<file path="src/mrpt_pkg.sv">
// Shared constants and types for the Miller-Rabin prime test block.
// No dependencies.
`default_nettype none
package mrpt_pkg;
  localparam int unsigned OPERAND_BITS = 63;
  localparam int unsigned CNT_W = $clog2(OPERAND_BITS + 1);
  typedef logic [OPERAND_BITS-1:0] operand_t;
  typedef logic [CNT_W-1:0] count_t;
endpackage
`default_nettype wire

</file>
<file path="src/mrpt_mulmod.sv">
// Iterative modular multiplier: (x * y) mod m by shift-and-add, one bit per cycle.
// Depends on mrpt_pkg.
`default_nettype none
module mrpt_mulmod (
  input  logic              clk,
  input  logic              rst_n,
  input  logic              start,
  input  mrpt_pkg::operand_t x,
  input  mrpt_pkg::operand_t y,
  input  mrpt_pkg::operand_t m,
  output logic              done,
  output mrpt_pkg::operand_t prod
);
  import mrpt_pkg::*;

  operand_t acc_r, add_r, y_r;
  logic busy_r, done_r;
  logic [OPERAND_BITS:0] s_acc, s_add;
  operand_t acc_nxt, add_nxt;

  always_comb begin
    s_acc = {1'b0, acc_r} + {1'b0, add_r};
    s_add = {1'b0, add_r} + {1'b0, add_r};
    acc_nxt = acc_r;
    if (y_r[0]) begin
      acc_nxt = (s_acc >= {1'b0, m}) ? OPERAND_BITS'(s_acc - {1'b0, m})
                                     : s_acc[OPERAND_BITS-1:0];
    end
    add_nxt = (s_add >= {1'b0, m}) ? OPERAND_BITS'(s_add - {1'b0, m})
                                   : s_add[OPERAND_BITS-1:0];
  end

  always_ff @(posedge clk) begin
    if (!rst_n) begin
      busy_r <= 1'b0;
      done_r <= 1'b0;
    end else begin
      done_r <= 1'b0;
      if (start) begin
        busy_r <= 1'b1;
        acc_r  <= '0;
        add_r  <= x;
        y_r    <= y;
      end else if (busy_r) begin
        if (y_r == '0) begin
          busy_r <= 1'b0;
          done_r <= 1'b1;
        end else begin
          acc_r <= acc_nxt;
          add_r <= add_nxt;
          y_r   <= y_r >> 1;
        end
      end
    end
  end

  assign done = done_r;
  assign prod = acc_r;
endmodule
`default_nettype wire

</file>
<file path="config.mk">
export PLATFORM = sky130hd
export DESIGN_NAME = mrpt_mulmod
export DESIGN_NICKNAME = d
export VERILOG_FILES = /design/src/mrpt_pkg.sv /design/src/mrpt_mulmod.sv
export SDC_FILE = /design/constraint.sdc
export NUM_CORES = 1
export LEC_CHECK = 0
export BUFFER_PORTS_ARGS = -buffer_cell sky130_fd_sc_hd__buf_2
export CAP_MARGIN = 30
export CORE_MARGIN = 2
export CORE_UTILIZATION = 46
export DETAILED_ROUTE_END_ITERATION = 10
export PLACE_DENSITY = 0.67
export SETUP_SLACK_MARGIN = 0.5
export SYNTH_ARGS = -nofsm -noshare
export SYNTH_HDL_FRONTEND = slang
export SYNTH_SLANG_ARGS = --single-unit
</file>
<file path="constraint.sdc">
create_clock -name clk -period 27.6 [get_ports clk]
set_clock_uncertainty 0.2 [all_clocks]
set_input_delay 5.52 -clock clk [delete_from_list [all_inputs] [get_ports clk]]
set_output_delay 5.52 -clock clk [all_outputs]
set_load 0.01 [all_outputs]
</file>
==> impl_metrics.env, run 1 <==
export IMPL_start_kind="primary input"
export IMPL_setup_worst_path_end_class="flop"
export IMPL_unrepaired_setup_endpoints_after_global_routing="false"
export IMPL_flow_area_growth_from_synthesis_pct=11.9
export IMPL_leakage_nw=9.64
export IMPL_fin_nets=2855
export IMPL_yosys_register_bits=191
export IMPL_synth_most_common_cell="a21oi_1"
export IMPL_cts_repair_resized=0
export IMPL_cap_violations=0
export IMPL_commonest_cells_in_the_synthesized_netlist="a21oi_1, nand2_1, edfxtp_1, ha_1, nor2_1"
export IMPL_yosysTopAreaCell="edfxtp_1"
export IMPL_r2r_start="add_r[0]"
export IMPL_cell_depth_of_the_worst_min_delay_path=1
export IMPL_worst_ep_required_time_ns=27.74
export IMPL_tritoncts="yes"
export IMPL_synth_fp_nets=2675
export IMPL_die_height_um=212
export IMPL_synth_cells=2291
export IMPL_max_freq_mhz=103
export IMPL_yosysSeqAreaShare_pct=28.6
export IMPL_reg2regPathDepth=25
export IMPL_post_synth_num_cell_types=93
export IMPL_route_detailed_wl_per_inst_um=21.8
export IMPL_worstSetupStartpoint="m[20]"
export IMPL_grt_antenna_before_repair=11
export IMPL_grt_total_usage_pct=29.5
export IMPL_die_area_sq_um=45100
export IMPL_netlist_top_cells_area="edfxtp_1, ha_1, a21oi_1"
export IMPL_clkSinkCount=191
export IMPL_h_tree_depth=4
export IMPL_timing_worst_slew_pin_value_ns=1.15
export IMPL_critical_path_most_common_cell="a31oi_1"
export IMPL_critical_path_slowest_cell="buf_4"
export IMPL_finalWeightedCongestion=0.994
export IMPL_floorplan_io_pins=256
export IMPL_cts_hold_buf=0
export IMPL_post_route_cells_drive_above_1_share_pct=17.1
export IMPL_power_density_cell_area_nw_per_um2=122
export IMPL_final_max_slew_viol_count=0
export IMPL_worst_hold_slack_ns=0.373
export IMPL_post_dp_hpwl_mm=53.4
export IMPL_port_buffers=255
export IMPL_timing_critical_path_arrival_ns=9.88
export IMPL_grt_pass1_wl_mm=102
export IMPL_maximum_number_of_pins_on_one_net_before_global_route_repair=104
export IMPL_placement_rows=76
export IMPL_run_status="complete, no violations"
export IMPL_grt_pass1_vias=18100
export IMPL_drc_errors=0
export IMPL_finalSetupTns_ns=0
export IMPL_yosysWarningCount=0
export IMPL_r2r_slack_ns=19.65
export IMPL_postRouteAntennaNets=0
export IMPL_placed_cell_area_sq_um=21700
export IMPL_numCtsBuffers=17
export IMPL_finalHoldViolations=0
export IMPL_finalWirelength_mm=67.0
export IMPL_clk_pin_slew_worst_paths_ns=0.08
export IMPL_max_stage_delay_ns=0.76
export IMPL_critPathKind="in -> reg"
export IMPL_critical_path_cell_chain="buf_2 > inv_1 > ha_1 > nand4_1 > or4_1 > a31oi_1 > nor2_1 > o21ai_1 > a31o_2 > a31oi_1 > nor2_8 > buf_4 > nand2_2 > o2bb2ai_1"
export IMPL_synth_async_reset_ratio_pct=0
export IMPL_irDropWorstVdd_uv=69.8
export IMPL_finalSetupViolations=0
export IMPL_timing_max_slew_rel_slack_pct=21.3
export IMPL_hold_path_class="reg -> reg"
export IMPL_clock_insertion_delay_worst_skew_ns=0.51
export IMPL_detail_route_vias_per_cell=6.09
export IMPL_starting_utilization_of_the_core_area_pct=46.5
export IMPL_period_minus_slack_ns=9.75
export IMPL_die_w_um=212
export IMPL_synth_top_cell_area_share_pct=28.4
export IMPL_core_ar_sq_um=43000
export IMPL_drtIter0Drc=1643
export IMPL_count_of_tritonroute_iterations_in_the_first_routing_pass=6
export IMPL_r2r_end="prod[58]"
export IMPL_hold_start="busy_r"
export IMPL_vias=18700
export IMPL_synth_main_ff_cell="edfxtp_1"
export IMPL_crit_path_max_fanout=46
export IMPL_post_cts_setup_buffers=0
export IMPL_timing_hold_worst_endpoint="done"
export IMPL_syn_area_per_cell_sq_um=8.73
export IMPL_globalRouteOverflowTotal=0
export IMPL_timing_final_ws_setup_ns=17.85
export IMPL_clk_root_buffer_cell="clkbuf_16"
export IMPL_dpl_worst_slack_ns=17.34
export IMPL_cts_path_max_buffers=2
export IMPL_layout_core_utilization_pct=52.0
export IMPL_synth_enable_flop_cells=189
export IMPL_fin_area_sq_um=22400
export IMPL_period_share_pct=35.3
export IMPL_post_synth_instance_area_sq_um=20000
## per-stage QoR
step / std cells / total power, mW
3_5_place_dp: 3037 / 2.38
2_1_floorplan: 2291 / 1.92
3_3_place_gp: 3035 / 2.37
4_1_cts: 3069 / 2.70
6_report: 3074 / 2.73
5_1_grt: 3070 / 2.93
## cells in the final DEF (no fill, tap or decap), drive strengths merged, types with 14 or more instances in the layout
master / synthesis / final
a211oi: 28 / 28
nand4: 49 / 49
o2bb2ai: 14 / 14
a21oi: 243 / 243
nor4: 23 / 23
nor3: 24 / 24
o21a: 36 / 36
nand2: 200 / 200
nor2: 159 / 159
ha: 189 / 189
o31ai: 18 / 18
a21boi: 15 / 15
buf: 27 / 263
nor2b: 14 / 14
xor2: 65 / 65
o21bai: 43 / 43
a21o: 104 / 104
edfxtp: 189 / 189
a31oi: 27 / 27
inv: 124 / 129
xnor2: 107 / 107
o211ai: 15 / 15
nand3: 38 / 38
o21ai: 163 / 163
clkbuf: 75 / 17
and3: 24 / 24
mux2: 88 / 88
mux2i: 44 / 44
## state kept, by name, summed over array words and instances, names as in the netlist
name / cells
done: 1
prod: 63
add_r: 63
busy_r: 1
y_r: 63
## routing by layer
metal	vias up	share of wire, %	GRT usage (%)
met5	-	0.12	0
met4	12	3.0	10.4
met3	122	7.9	7.03
met2	737	45	47.4
met1	8926	44	38.9
li1	8926	-	-
## how the worst max path moves through the flow
stage	to	cells past startpoint	slack (ns)
after floorplan	prod[0]	5	9.69
after global placement	prod[57]	15	17.51
after detailed placement	prod[58]	14	17.34
after CTS	prod[58]	14	17.88
after global routing	prod[61]	14	17.67
final	prod[58]	14	17.85
## area by class of cell
| cell class | count | area (sq um) |
|---|---|---|
| fill | 4140 | 20600 |
| multi-input combinational | 1873 | 13400 |
| sequential | 191 | 5720 |
| timing repair buffer | 263 | 1380 |
| tap | 585 | 732 |
| inverter | 125 | 469 |
| clock buffer | 17 | 425 |
| clock inverter | 15 | 255 |
| antenna | 5 | 12.5 |
## worst max-delay path: cells and delay by family
| kind | cells | cell delay, ns |
|---|---|---|
| AND/OR/NAND/NOR | 5 | 1.85 |
| adder cells (fa/ha/maj) | 1 | 0.44 |
| AO/OA/AOI/OAI | 5 | 1.13 |
| buffers and inverters | 3 | 0.91 |
## cell families after synthesis
family | Yosys count | share of synthesized area, %
AO/OA/AOI/OAI | 789 | 26.1
AND/OR/NAND/NOR | 588 | 13.9
buffers and inverters | 227 | 4.61
adder cells (fa/ha/maj) | 192 | 12.1
flip-flops | 191 | 28.6
XOR/XNOR | 172 | 7.53
multiplexers | 132 | 7.16
## power breakdown
part           leakage [nW]  internal (mW)  switching [mW]
sequential             1.82          0.415          0.0417
clock                 0.326          0.171           0.133
combinational          7.49          0.765            1.20
Note: power is estimated with default switching activity, not from simulation.
==> run 2: changes to the inputs <==
==> constraint.sdc (replaced) <==
create_clock -name clk -period 9.03 [get_ports clk]
set_clock_uncertainty 0.2 [all_clocks]
set_input_delay 1.806 -clock clk [delete_from_list [all_inputs] [get_ports clk]]
set_output_delay 1.806 -clock clk [all_outputs]
set_load 0.01 [all_outputs]
==> impl_metrics.env, run 2 (synthesis results as in run 1) <==
export IMPL_irDropWorstVdd_uv=166
export IMPL_die_w_um=212
export IMPL_layout_core_utilization_pct=51.8
export IMPL_post_dp_hpwl_mm=52.9
export IMPL_total_power_mw=8.16
export IMPL_layout_commonest_cell="buf_2"
export IMPL_flow_area_growth_from_synthesis_pct=11.4
export IMPL_run_status="complete, no violations"
export IMPL_grt_pass1_wl_mm=101
export IMPL_clock_insertion_delay_worst_skew_ns=0.51
export IMPL_period_share_pct=80.8
export IMPL_grt_pass1_vias=17700
export IMPL_port_buffers=255
export IMPL_maximum_number_of_pins_on_one_net_before_global_route_repair=93
export IMPL_start_kind="flop"
export IMPL_setup_worst_path_end_class="flop"
export IMPL_starting_utilization_of_the_core_area_pct=46.5
export IMPL_drc_errors=0
export IMPL_hold_path_class="reg -> reg"
export IMPL_max_freq_mhz=137
export IMPL_crit_path_max_fanout=34
export IMPL_h_tree_depth=4
export IMPL_finalSetupViolations=0
export IMPL_route_detailed_wl_per_inst_um=21.6
export IMPL_cts_path_max_buffers=2
export IMPL_num_fill_cells=4192
export IMPL_core_ar_sq_um=43000
export IMPL_finalWeightedCongestion=0.969
export IMPL_postRouteAntennaNets=0
export IMPL_post_route_cells_drive_above_1_share_pct=17.1
export IMPL_detail_route_vias_per_cell=6.06
export IMPL_die_area_sq_um=45100
export IMPL_worst_ep_required_time_ns=9.10
export IMPL_unrepaired_setup_endpoints_after_global_routing="false"
export IMPL_cts_repair_resized=0
export IMPL_tritoncts="yes"
export IMPL_clk_root_buffer_cell="clkbuf_16"
export IMPL_final_cell_mix="buf_2, a21oi_1, nand2_1, ha_1, edfxtp_1"
export IMPL_finalHoldViolations=0
export IMPL_critPathKind="reg -> reg"
export IMPL_drtIter0Drc=1693
export IMPL_numCtsBuffers=17
export IMPL_finalWirelength_mm=66.5
export IMPL_clk_pin_slew_worst_paths_ns=0.08
export IMPL_finalSetupTns_ns=0
export IMPL_cap_violations=0
export IMPL_cts_hold_buf=0
export IMPL_clkSinkCount=191
export IMPL_power_density_cell_area_nw_per_um2=367
export IMPL_grt_antenna_before_repair=7
export IMPL_placement_rows=76
export IMPL_timing_critical_path_arrival_ns=7.37
export IMPL_timing_worst_slew_pin_value_ns=0.993
export IMPL_final_max_slew_viol_count=0
export IMPL_timing_max_slew_rel_slack_pct=33.8
export IMPL_grt_total_usage_pct=29.4
export IMPL_globalRouteOverflowTotal=0
export IMPL_floorplan_io_pins=256
export IMPL_period_minus_slack_ns=7.30
export IMPL_post_cts_setup_buffers=0
export IMPL_count_of_tritonroute_iterations_in_the_first_routing_pass=5
export IMPL_vias=18600
export IMPL_fin_nets=2855
export IMPL_die_height_um=212
export IMPL_leakage_nw=9.61
run 2: cell count changes in the layout (fill, tap and decap cells not counted), sizes merged:
cell      delta
clkinv       +3
inv          +2
diode        -4
clkbuf       +1
clkinvlp     -1
bufinv       -5
run 2: routing by layer:
metal,global-route usage [%],wire (um),up-vias
li1,-,-,8927
met1,39.6,29400,8813
met2,46.1,29500,737
met3,6.10,5110,126
met4,11.9,2400,12
met5,0,71,-
run 2: critical path, cell delays in order, from the launching register on:
cell and delay, ns:
edfxtp_1 0.44, ha_1 0.25, fa_1 0.42, a21o_1 0.22, a221oi_2 0.43, a2111oi_2 0.19
o22ai_4 0.28, o21ai_4 0.15, a221oi_4 0.51, o21ai_1 0.20, a21o_1 0.21, a21oi_1 0.17
xnor2_1 0.11, ha_1 0.44, nand2_1 0.10, nor2_1 0.21, o21ai_0 0.13, o21bai_1 0.14
a21boi_0 0.09, o21ai_0 0.22, a31o_2 0.24, a31oi_1 0.12, nor2_8 0.53, buf_4 0.55
nor2_4 0.19, a22o_1 0.29
run 2: metrics by stage:
stage / worst slack [ns] / hold slack [ns] / instance area [sq um] / std cells
floorplan: 0.552 / 0.290 / 20000 / 2291
global placement: 2.06 / 0.361 / 21600 / 3036
detailed placement: 1.79 / 0.369 / 21600 / 3036
CTS: 1.77 / 0.388 / 22200 / 3068
global route: 1.28 / 0.409 / 22300 / 3069
finish: 1.73 / 0.387 / 22300 / 3070
run 2: area by class of cell:
class / count / area, sq um / share of cell area, %
diodes: 1 / 2.50 / 0.0112
clock buffers: 18 / 439 / 1.97
clock inverters: 14 / 176 / 0.792
inverters: 125 / 469 / 2.11
multi-input cells: 1873 / 13400 / 60.1
flip-flops and latches: 191 / 5720 / 25.7
well taps: 585 / 732 / 3.29
repair buffers: 263 / 1360 / 6.09
run 2: worst paths after layout:
check / slack, ns / from / endpoint / cells after the start
min reg2reg: 0.39 / y_r[60] / y_r[59] / 1
max reg2reg: 1.73 / add_r[0] / prod[40] / 25
max: 1.73 / add_r[0] / prod[40] / 25
min: 0.39 / y_r[60] / y_r[59] / 1
run 2: where the power goes:
part           internal [mW]  switching (mW)
logic                   2.33            3.58
registers               1.27           0.149
clock network          0.404           0.424
total                   4.01            4.16
